--- config.mk ---
export PLATFORM = sky130hd
export DESIGN_NAME = sha1_message_hasher_unit_flat
export DESIGN_NICKNAME = d
export VERILOG_FILES = /design/src/hdl/sha1mh_pkg.sv /design/src/hdl/sha1mh_stream_if.sv /design/src/hdl/sha1mh_datapath.sv /design/src/hdl/sha1mh_ctrl.sv /design/src/hdl/sha1_message_hasher_unit.sv /design/src/flat_wrapper.sv
export SDC_FILE = /design/constraint.sdc
export NUM_CORES = 2
export LEC_CHECK = 0
export CAP_MARGIN = 20
export CORE_UTILIZATION = 35
export DETAILED_ROUTE_END_ITERATION = 8
export DONT_BUFFER_PORTS = 1
export HOLD_SLACK_MARGIN = 0.06
export MAX_ROUTING_LAYER = met4
export PLACE_DENSITY = 0.5
export SKIP_CTS_REPAIR_TIMING = 1
export SYNTH_ARGS = -nofsm -noshare
export SYNTH_HDL_FRONTEND = slang
export SYNTH_HIERARCHICAL = 1
export SYNTH_SLANG_ARGS = --single-unit
--- constraint.sdc ---
create_clock -name clk -period 9.85 [get_ports clk]
set_clock_uncertainty 0.1 [all_clocks]
set_input_delay 1.4775 -clock clk [delete_from_list [all_inputs] [get_ports clk]]
set_output_delay 1.4775 -clock clk [all_outputs]
set_load 0.05 [all_outputs]
--- src/hdl/sha1mh_pkg.sv ---
// ============================================================================
// SHA-1 message hasher package
// Shared constants, command and status types, and the SHA-1 constant tables
// used by the controller and the datapath.
// ============================================================================
package sha1mh_pkg;

    // Block geometry.
    localparam int BLOCK_BYTES = 64;
    localparam int LEN_POS     = 56;
    localparam int HASH_WORDS  = 5;
    localparam int ROUNDS      = 80;

    // Operation codes of an input request.
    localparam logic OP_APPEND = 1'b0;
    localparam logic OP_FINISH = 1'b1;

    // Padding marker byte.
    localparam logic [7:0] PAD_MARK = 8'h80;

    // Source of the byte shifted into the block buffer.
    typedef enum logic [1:0] {
        BSEL_DATA,
        BSEL_MARK,
        BSEL_ZERO,
        BSEL_LEN
    } byte_sel_t;

    // Commands from the controller to the datapath.
    typedef struct packed {
        logic       push;      // shift one byte into the block buffer
        byte_sel_t  byte_sel;  // which byte to shift in
        logic       load;      // copy chaining words into working registers
        logic       round;     // run one compression round
        logic [1:0] stage;     // round group 0..3, selects f and K
        logic       fold;      // add working registers into chaining words
        logic       init;      // return to the start of a new message
        logic [2:0] out_idx;   // digest word on the output
    } dp_cmd_t;

    // Status from the datapath to the controller.
    typedef struct packed {
        logic [6:0] fill_count;
    } dp_status_t;

    // Standard SHA-1 initial chaining value, word by word.
    function automatic logic [31:0] init_word(input logic [2:0] idx);
        logic [31:0] w;
        case (idx)
            3'd0:    w = 32'h67452301;
            3'd1:    w = 32'hEFCDAB89;
            3'd2:    w = 32'h98BADCFE;
            3'd3:    w = 32'h10325476;
            3'd4:    w = 32'hC3D2E1F0;
            default: w = 32'h00000000;
        endcase
        return w;
    endfunction

    // Round constant for each group of twenty rounds.
    function automatic logic [31:0] round_k(input logic [1:0] stage);
        logic [31:0] k;
        case (stage)
            2'd0:    k = 32'h5A827999;
            2'd1:    k = 32'h6ED9EBA1;
            2'd2:    k = 32'h8F1BBCDC;
            default: k = 32'hCA62C1D6;
        endcase
        return k;
    endfunction

    // Round function for each group of twenty rounds.
    function automatic logic [31:0] round_f(input logic [1:0]  stage,
                                            input logic [31:0] b,
                                            input logic [31:0] c,
                                            input logic [31:0] d);
        logic [31:0] f;
        case (stage)
            2'd0:    f = (b & c) | (~b & d);
            2'd2:    f = (b & c) | (b & d) | (c & d);
            default: f = b ^ c ^ d;
        endcase
        return f;
    endfunction

endpackage

--- src/hdl/sha1mh_stream_if.sv ---
// ============================================================================
// SHA-1 message hasher channel interfaces
// Valid/ready channels for the byte feed and for the digest words.
// ============================================================================

// Input channel: one byte append or one finish request.
interface sha1mh_in_if;
    logic       valid;
    logic       ready;
    logic       operation;
    logic [7:0] data_byte;

    modport source (output valid, output operation, output data_byte, input ready);
    modport sink   (input valid, input operation, input data_byte, output ready);
endinterface

// Output channel: one digest word per request.
interface sha1mh_out_if;
    logic        valid;
    logic        ready;
    logic [31:0] digest_word;
    logic [2:0]  word_index;
    logic        last_word;
    logic        status;

    modport source (output valid, output digest_word, output word_index,
                    output last_word, output status, input ready);
    modport sink   (input valid, input digest_word, input word_index,
                    input last_word, input status, output ready);
endinterface

--- src/hdl/sha1mh_datapath.sv ---
// ============================================================================
// SHA-1 message hasher datapath
// Block buffer as a byte/word shift line, message schedule, round logic,
// chaining words and message length counter.
// ============================================================================
module sha1mh_datapath (
    input  logic                   clk,
    input  logic                   rst_n,
    input  sha1mh_pkg::dp_cmd_t    cmd,
    input  logic [7:0]             data_byte,
    output sha1mh_pkg::dp_status_t stat,
    output logic [31:0]            digest_word,
    output logic                   overflow
);

    // Block buffer: byte 0 of the block sits in the top byte.
    logic [511:0] blk_reg, blk_next;
    logic [31:0]  a_reg, b_reg, c_reg, d_reg, e_reg;
    logic [31:0]  a_next, b_next, c_next, d_next, e_next;
    logic [31:0]  chain_reg [0:4];
    logic [31:0]  chain_next [0:4];
    logic [6:0]   fill_reg, fill_next;
    logic [63:0]  len_reg, len_next;
    logic         ovf_reg, ovf_next;

    logic [7:0]   push_byte;
    logic [7:0]   len_byte;
    logic [31:0]  w_cur;
    logic [31:0]  w_mix;
    logic [31:0]  w_new;
    logic [31:0]  temp;
    logic [63:0]  len_sum;

    // Length byte for the current buffer position, most significant first.
    assign len_byte = len_reg[{~fill_reg[2:0], 3'b000} +: 8];

    // Byte shifted into the buffer.
    always_comb
    begin
        case (cmd.byte_sel)
            sha1mh_pkg::BSEL_DATA: push_byte = data_byte;
            sha1mh_pkg::BSEL_MARK: push_byte = sha1mh_pkg::PAD_MARK;
            sha1mh_pkg::BSEL_LEN:  push_byte = len_byte;
            default:               push_byte = 8'h00;
        endcase
    end

    // Message schedule over a sliding window of sixteen words.
    assign w_cur = blk_reg[511:480];
    assign w_mix = blk_reg[95:64] ^ blk_reg[255:224] ^ blk_reg[447:416] ^ w_cur;
    assign w_new = {w_mix[30:0], w_mix[31]};

    // One compression round.
    assign temp = {a_reg[26:0], a_reg[31:27]}
                + sha1mh_pkg::round_f(cmd.stage, b_reg, c_reg, d_reg)
                + e_reg + w_cur + sha1mh_pkg::round_k(cmd.stage);

    assign len_sum = len_reg + 64'd8;

    // Next-state logic for buffer, working and chaining registers.
    always_comb
    begin
        blk_next  = blk_reg;
        a_next    = a_reg;
        b_next    = b_reg;
        c_next    = c_reg;
        d_next    = d_reg;
        e_next    = e_reg;
        fill_next = fill_reg;
        len_next  = len_reg;
        ovf_next  = ovf_reg;
        for (int i = 0; i < sha1mh_pkg::HASH_WORDS; i++)
        begin
            chain_next[i] = chain_reg[i];
        end

        if (cmd.push)
        begin
            blk_next  = {blk_reg[503:0], push_byte};
            fill_next = fill_reg + 7'd1;
            if (cmd.byte_sel == sha1mh_pkg::BSEL_DATA)
            begin
                len_next = len_sum;
                if (len_sum == 64'd0)
                begin
                    ovf_next = 1'b1;
                end
            end
        end

        if (cmd.load)
        begin
            a_next = chain_reg[0];
            b_next = chain_reg[1];
            c_next = chain_reg[2];
            d_next = chain_reg[3];
            e_next = chain_reg[4];
        end

        if (cmd.round)
        begin
            blk_next = {blk_reg[479:0], w_new};
            a_next   = temp;
            b_next   = a_reg;
            c_next   = {b_reg[1:0], b_reg[31:2]};
            d_next   = c_reg;
            e_next   = d_reg;
        end

        if (cmd.fold)
        begin
            chain_next[0] = chain_reg[0] + a_reg;
            chain_next[1] = chain_reg[1] + b_reg;
            chain_next[2] = chain_reg[2] + c_reg;
            chain_next[3] = chain_reg[3] + d_reg;
            chain_next[4] = chain_reg[4] + e_reg;
            fill_next     = 7'd0;
        end

        if (cmd.init)
        begin
            for (int i = 0; i < sha1mh_pkg::HASH_WORDS; i++)
            begin
                chain_next[i] = sha1mh_pkg::init_word(3'(i));
            end
            fill_next = 7'd0;
            len_next  = 64'd0;
            ovf_next  = 1'b0;
        end
    end

    // Message state registers.
    always_ff @(posedge clk or negedge rst_n)
    begin
        if (!rst_n)
        begin
            for (int i = 0; i < sha1mh_pkg::HASH_WORDS; i++)
            begin
                chain_reg[i] <= sha1mh_pkg::init_word(3'(i));
            end
            fill_reg <= 7'd0;
            len_reg  <= 64'd0;
            ovf_reg  <= 1'b0;
        end
        else
        begin
            for (int i = 0; i < sha1mh_pkg::HASH_WORDS; i++)
            begin
                chain_reg[i] <= chain_next[i];
            end
            fill_reg <= fill_next;
            len_reg  <= len_next;
            ovf_reg  <= ovf_next;
        end
    end

    // Payload registers without reset.
    always_ff @(posedge clk)
    begin
        blk_reg <= blk_next;
        a_reg   <= a_next;
        b_reg   <= b_next;
        c_reg   <= c_next;
        d_reg   <= d_next;
        e_reg   <= e_next;
    end

    // Digest word selection and status.
    always_comb
    begin
        case (cmd.out_idx)
            3'd0:    digest_word = chain_reg[0];
            3'd1:    digest_word = chain_reg[1];
            3'd2:    digest_word = chain_reg[2];
            3'd3:    digest_word = chain_reg[3];
            default: digest_word = chain_reg[4];
        endcase
    end

    assign stat.fill_count = fill_reg;
    assign overflow        = ovf_reg;

endmodule

--- src/hdl/sha1mh_ctrl.sv ---
// ============================================================================
// SHA-1 message hasher controller
// Sequences byte appends, padding, the 80 compression rounds and the
// delivery of the five digest words.
// ============================================================================
module sha1mh_ctrl (
    input  logic                   clk,
    input  logic                   rst_n,
    input  logic                   in_valid,
    input  logic                   in_operation,
    output logic                   in_ready,
    output logic                   out_valid,
    input  logic                   out_ready,
    output logic [2:0]             out_index,
    output logic                   out_last,
    input  sha1mh_pkg::dp_status_t stat,
    output sha1mh_pkg::dp_cmd_t    cmd
);

    typedef enum logic [2:0] {
        S_IDLE,
        S_PAD_MARK,
        S_PAD_ZERO,
        S_PAD_LEN,
        S_LOAD,
        S_ROUND,
        S_FOLD,
        S_OUT
    } state_t;

    localparam logic [6:0] FILL_LAST = 7'(sha1mh_pkg::BLOCK_BYTES - 1);
    localparam logic [6:0] FILL_LEN  = 7'(sha1mh_pkg::LEN_POS);
    localparam logic [6:0] RND_LAST  = 7'(sha1mh_pkg::ROUNDS - 1);
    localparam logic [2:0] IDX_LAST  = 3'(sha1mh_pkg::HASH_WORDS - 1);

    state_t     state_reg, state_next;
    state_t     ret_reg, ret_next;
    logic [6:0] rnd_reg, rnd_next;
    logic [2:0] idx_reg, idx_next;
    logic       block_full;

    assign block_full = (stat.fill_count == FILL_LAST);

    // Next state and datapath commands.
    always_comb
    begin
        state_next   = state_reg;
        ret_next     = ret_reg;
        rnd_next     = rnd_reg;
        idx_next     = idx_reg;
        cmd          = '0;
        cmd.byte_sel = sha1mh_pkg::BSEL_DATA;
        cmd.out_idx  = idx_reg;
        if (rnd_reg < 7'd20)
        begin
            cmd.stage = 2'd0;
        end
        else if (rnd_reg < 7'd40)
        begin
            cmd.stage = 2'd1;
        end
        else if (rnd_reg < 7'd60)
        begin
            cmd.stage = 2'd2;
        end
        else
        begin
            cmd.stage = 2'd3;
        end

        case (state_reg)
            S_IDLE:
            begin
                if (in_valid)
                begin
                    if (in_operation == sha1mh_pkg::OP_APPEND)
                    begin
                        cmd.push = 1'b1;
                        if (block_full)
                        begin
                            ret_next   = S_IDLE;
                            state_next = S_LOAD;
                        end
                    end
                    else
                    begin
                        state_next = S_PAD_MARK;
                    end
                end
            end
            S_PAD_MARK:
            begin
                cmd.push     = 1'b1;
                cmd.byte_sel = sha1mh_pkg::BSEL_MARK;
                state_next   = S_PAD_ZERO;
                if (block_full)
                begin
                    ret_next   = S_PAD_ZERO;
                    state_next = S_LOAD;
                end
            end
            S_PAD_ZERO:
            begin
                if (stat.fill_count == FILL_LEN)
                begin
                    state_next = S_PAD_LEN;
                end
                else
                begin
                    cmd.push     = 1'b1;
                    cmd.byte_sel = sha1mh_pkg::BSEL_ZERO;
                    if (block_full)
                    begin
                        ret_next   = S_PAD_ZERO;
                        state_next = S_LOAD;
                    end
                end
            end
            S_PAD_LEN:
            begin
                cmd.push     = 1'b1;
                cmd.byte_sel = sha1mh_pkg::BSEL_LEN;
                if (block_full)
                begin
                    ret_next   = S_OUT;
                    state_next = S_LOAD;
                end
            end
            S_LOAD:
            begin
                cmd.load   = 1'b1;
                rnd_next   = 7'd0;
                state_next = S_ROUND;
            end
            S_ROUND:
            begin
                cmd.round = 1'b1;
                rnd_next  = rnd_reg + 7'd1;
                if (rnd_reg == RND_LAST)
                begin
                    state_next = S_FOLD;
                end
            end
            S_FOLD:
            begin
                cmd.fold   = 1'b1;
                idx_next   = 3'd0;
                state_next = ret_reg;
            end
            S_OUT:
            begin
                if (out_ready)
                begin
                    idx_next = idx_reg + 3'd1;
                    if (idx_reg == IDX_LAST)
                    begin
                        cmd.init   = 1'b1;
                        state_next = S_IDLE;
                    end
                end
            end
            default:
            begin
                state_next = S_IDLE;
            end
        endcase
    end

    // State and registered outputs.
    always_ff @(posedge clk or negedge rst_n)
    begin
        if (!rst_n)
        begin
            state_reg <= S_IDLE;
            ret_reg   <= S_IDLE;
            rnd_reg   <= 7'd0;
            idx_reg   <= 3'd0;
        end
        else
        begin
            state_reg <= state_next;
            ret_reg   <= ret_next;
            rnd_reg   <= rnd_next;
            idx_reg   <= idx_next;
        end
    end

    assign in_ready  = (state_reg == S_IDLE);
    assign out_valid = (state_reg == S_OUT);
    assign out_index = idx_reg;
    assign out_last  = (idx_reg == IDX_LAST);

`ifndef SYNTHESIS
    // Input and output sides are never open at the same time.
    a_no_overlap: assert property (@(posedge clk) disable iff (!rst_n)
        !(in_ready && out_valid))
        else $error("input ready while a digest word is pending");

    // A digest word index never passes the last word.
    a_idx_range: assert property (@(posedge clk) disable iff (!rst_n)
        out_valid |-> (idx_reg <= IDX_LAST))
        else $error("digest word index out of range");

    // The round counter stays within the 80 rounds.
    a_rnd_range: assert property (@(posedge clk) disable iff (!rst_n)
        (state_reg == S_ROUND) |-> (rnd_reg <= RND_LAST))
        else $error("round counter out of range");

    // The buffer never holds more than a block outside a compression.
    a_fill_range: assert property (@(posedge clk) disable iff (!rst_n)
        (state_reg == S_IDLE) |-> (stat.fill_count < 7'(sha1mh_pkg::BLOCK_BYTES)))
        else $error("block buffer overfilled");

    // The last digest word returns the block to accepting requests.
    a_last_done: assert property (@(posedge clk) disable iff (!rst_n)
        (out_valid && out_ready && out_last) |=> in_ready)
        else $error("block not idle after last digest word");
`endif

endmodule

--- src/hdl/sha1_message_hasher_unit.sv ---
// ============================================================================
// SHA-1 message hasher unit
// Byte-serial SHA-1: appends message bytes, pads on finish and returns the
// 160-bit digest as five 32-bit words.
// ============================================================================
//
//   Channel  Dir  Payload                                   Per request
//   feed     in   operation, data_byte                      append or finish
//   digest   out  digest_word, word_index, last_word,       one digest word,
//                 status                                    five per finish
//
// An append is accepted at once; the append that fills a block also runs a
// compression (load, 80 rounds in one round unit, fold). After a finish the unit
// shifts in padding at one byte per cycle between compressions up to the end of
// the block, with an idle step before the length field and a compression per
// full block, then shows five words, one per cycle while digest is ready.
// Reset (rst_n, asynchronous) restores the initial chaining value.
// feed is not ready while padding is shifted in, a block is compressed or digest words are pending.
//
module sha1_message_hasher_unit (
    input logic       clk,
    input logic       rst_n,
    sha1mh_in_if.sink     feed,
    sha1mh_out_if.source  digest
);

    sha1mh_pkg::dp_cmd_t    cmd;
    sha1mh_pkg::dp_status_t stat;
    logic                   overflow;

    // Sequencer.
    sha1mh_ctrl u_ctrl (
        .clk          (clk),
        .rst_n        (rst_n),
        .in_valid     (feed.valid),
        .in_operation (feed.operation),
        .in_ready     (feed.ready),
        .out_valid    (digest.valid),
        .out_ready    (digest.ready),
        .out_index    (digest.word_index),
        .out_last     (digest.last_word),
        .stat         (stat),
        .cmd          (cmd)
    );

    // Buffer, schedule, rounds and chaining state.
    sha1mh_datapath u_datapath (
        .clk         (clk),
        .rst_n       (rst_n),
        .cmd         (cmd),
        .data_byte   (feed.data_byte),
        .stat        (stat),
        .digest_word (digest.digest_word),
        .overflow    (overflow)
    );

    assign digest.status = overflow;

endmodule

--- src/flat_wrapper.sv ---
// flat-port wrapper written by rule: the top's interface ports become plain ports
module sha1_message_hasher_unit_flat 
  (clk, rst_n, feed_valid, feed_operation, feed_data_byte, feed_ready, digest_valid, digest_digest_word, digest_word_index, digest_last_word, digest_status, digest_ready);
  sha1mh_in_if feed_i ();
  sha1mh_out_if digest_i ();
  input logic clk;
  input logic rst_n;
  input wire logic [$bits(feed_i.valid)-1:0] feed_valid;
  input wire logic [$bits(feed_i.operation)-1:0] feed_operation;
  input wire logic [$bits(feed_i.data_byte)-1:0] feed_data_byte;
  output wire logic [$bits(feed_i.ready)-1:0] feed_ready;
  output wire logic [$bits(digest_i.valid)-1:0] digest_valid;
  output wire logic [$bits(digest_i.digest_word)-1:0] digest_digest_word;
  output wire logic [$bits(digest_i.word_index)-1:0] digest_word_index;
  output wire logic [$bits(digest_i.last_word)-1:0] digest_last_word;
  output wire logic [$bits(digest_i.status)-1:0] digest_status;
  input wire logic [$bits(digest_i.ready)-1:0] digest_ready;
  assign feed_i.valid = feed_valid;
  assign feed_i.operation = feed_operation;
  assign feed_i.data_byte = feed_data_byte;
  assign feed_ready = feed_i.ready;
  assign digest_valid = digest_i.valid;
  assign digest_digest_word = digest_i.digest_word;
  assign digest_word_index = digest_i.word_index;
  assign digest_last_word = digest_i.last_word;
  assign digest_status = digest_i.status;
  assign digest_i.ready = digest_ready;
  sha1_message_hasher_unit u_core (.clk(clk), .rst_n(rst_n), .feed(feed_i), .digest(digest_i));
endmodule
== Word level (Yosys, flattened, before mapping) ==
Cells that the tools add are included.

* Bits in registers: 920
* Output and inout bits: 39
* Word-level logic and storage cells: 157

* $add $sub $neg: 13
* Order comparisons: 3
* Eq/ne operators: 26
* Shift operators: 1
* Muxes and demuxes: 61
* Bitwise gates (word level): 14
* Reduce and logical (&&, ||, !) cells: 21

{| class="wikitable"
|+ Operator list
! cell !! number
|-
| $mux W512 || 2
|-
| $mux W160 || 2
|-
| $mux W32 || 10
|-
| $add A32 B32 Y32 || 9
|-
| $mux W64 || 3
|-
| $xor A32 B32 Y32 || 5
|-
| $and A32 B32 Y32 || 4
|-
| $pmux W32 S4 || 1
|-
| $or A32 B32 Y32 || 3
|-
| $pmux W32 S3 || 1
|-
| $add A64 B4 Y64 const B || 1
|-
| $logic_not A64 Y1 || 1
|-
| $pmux W32 S2 || 1
|-
| $shiftx A64 B7 Y8 || 1
|-
| $mux W3 || 16
|-
| $not A32 Y32 || 1
|-
| $pmux W3 S8 || 1
|-
| $pmux W8 S3 || 1
|-
| $mux W7 || 3
|-
| $reduce_bool A2 Y1 || 8
|-
| $eq A3 B3 Y1 const B || 5
|-
| $add A7 B1 Y7 const B || 2
|-
| $eq A7 B6 Y1 const B || 2
|-
| $lt A7 B6 Y1 const B || 2
|-
| other kinds (26) || 54
|}

== Depth between registers and ports, before layout ==
* Depth after elaboration: 11
* Gate-level depth with buffers: 25
* Gate-level depth less buffers: 24

== By module ==
Netlist, hierarchy kept.

{| class="wikitable"
|+ By module, submodules not included
! module !! instances !! cells an instance !! area an instance (um2) !! seq. area each (um2)
|-
| sha1mh_datapath || 1 || 4605 || 54770.0 || 26009.9
|-
| sha1mh_ctrl || 1 || 122 || 1014.7 || 375.4
|}

== Least setup slack after synthesis ==
OpenSTA, ideal clock, no wires.

* Path kind: input-to-reg
* From: in feed_operation
* To: reg u_core.u_datapath.blk_reg[0] (enable)
* Setup time: 0.667 ns
* Arrival time: 8.287 ns
* Slack: 0.796 ns
* Cell stages on the path: 6
* Cells stage by stage: nand2b_1 > nor2_1 > a21oi_1 > a21oi_1 > clkbuf_1 > or2_2

{| class="wikitable"
|+ RTL lines
! what !! line !! source
|-
| start: declaration || flat_wrapper.sv:9 || <nowiki>input wire logic [$bits(feed_i.operation)-1:0] feed_operation;</nowiki>
|-
| end signal: assignment || sha1mh_datapath.sv:160 || <nowiki>blk_reg <= blk_next;</nowiki>
|-
| end: declaration || sha1mh_datapath.sv:17 || <nowiki>logic [511:0] blk_reg, blk_next;</nowiki>
|}

==> results_dict.tcl <==
set metrics [dict create \
    synth_top_family_by_area "multiplexers" \
    ioPinCount 52 \
    nets 4993 \
    drive_above_1_share 0.220 \
    seq_area_frac_synth 0.473 \
    synth.net_count 5065 \
    cts-root-buf "clkbuf_16" \
    synth_flop_cell "edfxtp_1" \
    hold_violations 0 \
    cts_max_level 3 \
    rsz0062_at_grt "false" \
    synthXorXnorAreaFrac 0.0482 \
    timing.slew.headroom 0.204 \
    first_pass_iters 7 \
    maxSlewViolCount 0 \
    maxCapViolCount 0 \
    path_common_cell "inv_1" \
    clk_path_buf_depth 3 \
    synth-compound-area-share 0.104 \
    start_kind "register" \
    drtAntennaViolNets 0 \
    remaining_drc_errors 0 \
    max_freq_ghz 0.137 \
    start_util 0.352 \
    fp.dieW_um 401 \
    drtIter0Drc 3153 \
    grt_usage 0.193 \
    reg2regPathDepth 25 \
    synthCells 4727 \
    tightest_slew_ns 1.19 \
    arrival_ns 7.67 \
    critical_path.endpoint_type "register" \
    synth_edf_count 672 \
    clock_latency_ns 0.74 \
    synth.cell_area_um2 55800 \
    synth.avg_cell_area_um2 11.8 \
    synthAdderAreaFrac 0.0899 \
    wl_per_cell_um 22.4 \
    grt_max_degree 245 \
    fill_cells 15100 \
    period_minus_slack_ns 7.30 \
    critical_path_class "register to register" \
    setup_viol 0 \
    rows 146 \
    status "finished, final reports clean" \
    largest_register_ffs 512 \
    dieHeight_um 401 \
    synth_mux_area_frac 0.160 \
    cts_tree "yes" \
    ys_seq_elements 916 \
    synth.distinct_cells 107 \
    totalWireLength_um 152000 \
    path_max_fanout 32 \
    gp_congestion 0.879 \
    setup_tns_ns 0 \
    cts_sinks 916 \
    vias 36500 \
    period_share 0.741 \
    hold_path_class "input pin to asynchronous set/reset pin" \
    coreArea_um2 158000 \
    async_flop_share 0.266 \
    via_per_inst 5.36 \
    path_clk_slew_ns 0.06 \
    grt_pass1_wl_um 233000 \
    area_delta_synth_final_pct 10.2 \
    crit_required_ns 10.22 \
    io_buffers 0 \
    die_area_um2 161000 \
    yosysWarnings 6 \
    grt_pass1_vias 36100 \
    antenna_found_initial 6 \
    cts_made_buffers 106 \
    overflow 0 \
    synth-simple-area-share 0.0869 \
    critPathSlowestCell "a211oi_1" \
    hpwl_um 107000 \
    timing.critical_path.slowest_cell_delay_ns 0.68 \
]
## critical path, delay by kind of cell (launching register included)
family	cells	cell delay [ns]
xor+xnor	1	0.08
simple gates	2	0.63
compound gates	9	2.50
flops	1	0.44
mux	1	0.26
buf+inv	6	0.93
fa+ha+maj	6	2.05
## cell usage after synthesis (all sizes together), types with 8 or more instances
cell type,n,share of area
clkbuf,169,0.011
or2,23,0.0026
fa,125,0.045
xor2,97,0.015
dfstp,80,0.038
nor4,13,0.0021
a41oi,9,0.0017
mux2,657,0.13
and4,21,0.0034
nand4,42,0.0055
nor3,70,0.0065
and3,37,0.0042
o221ai,23,0.0036
dfrtp,164,0.074
o22ai,16,0.0018
o211ai,20,0.0028
nor2b,40,0.0045
and2,21,0.0024
a21o,94,0.013
xnor2,210,0.033
a211oi,44,0.0059
ha,200,0.045
mux2i,58,0.010
nand2,252,0.017
nand3,74,0.0068
mux4,41,0.017
o21a,38,0.0052
o2111ai,8,0.0018
inv,343,0.023
or3,26,0.0030
a2111oi,11,0.0027
o21bai,23,0.0031
buf,47,0.0040
nor2,305,0.021
nand3b,9,0.0012
edfxtp,672,0.36
a211o,37,0.0058
o21ai,191,0.017
o31ai,16,0.0022
a21oi,256,0.023
a31oi,21,0.0025
nand2b,25,0.0028
## placed cells by master (no fill, tap or decap), types with 19 or more instances in the layout
cell type | Yosys | layout
a211o_1 | 37 | 37
a211oi_1 | 44 | 44
a21o_1 | 94 | 94
a21oi_1 | 254 | 254
a31oi_1 | 20 | 20
and2_1 | 21 | 21
and3_1 | 36 | 35
and4_1 | 19 | 19
buf_4 | 5 | 28
clkbuf_1 | 167 | 23
clkbuf_16 | 0 | 106
clkinv_1 | 0 | 19
clkinv_2 | 0 | 20
dfrtp_1 | 164 | 161
dfstp_2 | 80 | 80
edfxtp_1 | 672 | 672
fa_1 | 125 | 125
ha_1 | 200 | 200
inv_1 | 342 | 341
mux2_2 | 657 | 657
mux2i_1 | 58 | 58
mux4_2 | 41 | 41
nand2_1 | 252 | 252
nand2b_1 | 25 | 25
nand3_1 | 72 | 72
nand4_1 | 38 | 38
nor2_1 | 304 | 302
nor2b_1 | 40 | 40
nor3_1 | 68 | 67
o211ai_1 | 19 | 19
o21a_1 | 37 | 37
o21ai_0 | 177 | 177
o21bai_1 | 23 | 23
o221ai_1 | 23 | 23
or2_2 | 22 | 20
or3_1 | 25 | 25
xnor2_1 | 210 | 210
xor2_1 | 97 | 97
## cells by family (layout without fill, tap and decap cells)
logic type | after synthesis | count (layout)
xor+xnor | 307 | 307
fa+ha+maj | 326 | 326
mux | 756 | 756
buf+inv | 559 | 578
simple gates | 985 | 985
other cells | 0 | 2
flops | 916 | 916
compound gates | 878 | 878
## area by class of cell
cell class | instances | area (um2) | share of cell area
Antenna cell | 2 | 5.00 | 0.0000814
Multi-Input combinational cell | 3252 | 27300 | 0.444
Clock buffer | 139 | 2880 | 0.0468
Timing Repair Buffer | 36 | 370 | 0.00602
Tap cell | 2072 | 2590 | 0.0422
Clock inverter | 60 | 662 | 0.0108
Inverter | 343 | 1290 | 0.0210
Sequential cell | 916 | 26400 | 0.429
## worst paths after layout
path,start,endpoint,slack (ns)
max,u_core/u_ctrl/rnd_reg[5],u_core/u_datapath/a_reg[25],2.55
min,rst_n,u_core/u_datapath/chain_reg[40],0.38
max reg2reg,u_core/u_ctrl/rnd_reg[5],u_core/u_datapath/a_reg[25],2.55
min reg2reg,u_core/u_ctrl/ret_reg[1],u_core/u_ctrl/ret_reg[1],0.41
max in group asynchronous,rst_n,u_core/u_datapath/len_reg[53],8.34
min in group clk,u_core/u_ctrl/ret_reg[1],u_core/u_ctrl/ret_reg[1],0.41
## stage by stage
step | utilization | setup slack [ns] | instances | cell area [um2] | hold slack (ns)
floorplan | - | 0.796 | 4727 | 55800 | 0.374
global placement | 0.366 | 2.79 | 6618 | 57900 | 0.401
detailed placement | 0.366 | 2.64 | 6619 | 57900 | 0.408
CTS | 0.388 | 2.59 | 6818 | 61500 | 0.309
global route | 0.388 | 2.15 | 6820 | 61500 | 0.345
finish | 0.388 | 2.55 | 6820 | 61500 | 0.381
## layer usage
metal,part of all wire,GRT usage,up-vias
li1,-,-,17200
met1,0.49,0.279,18500
met2,0.45,0.288,733
met3,0.041,0.0214,172
met4,0.019,0.0475,0
met5,0,-,-
Power is not shown: default switching activity piles up to over one toggle a cycle in this logic, so the estimate is an artifact.
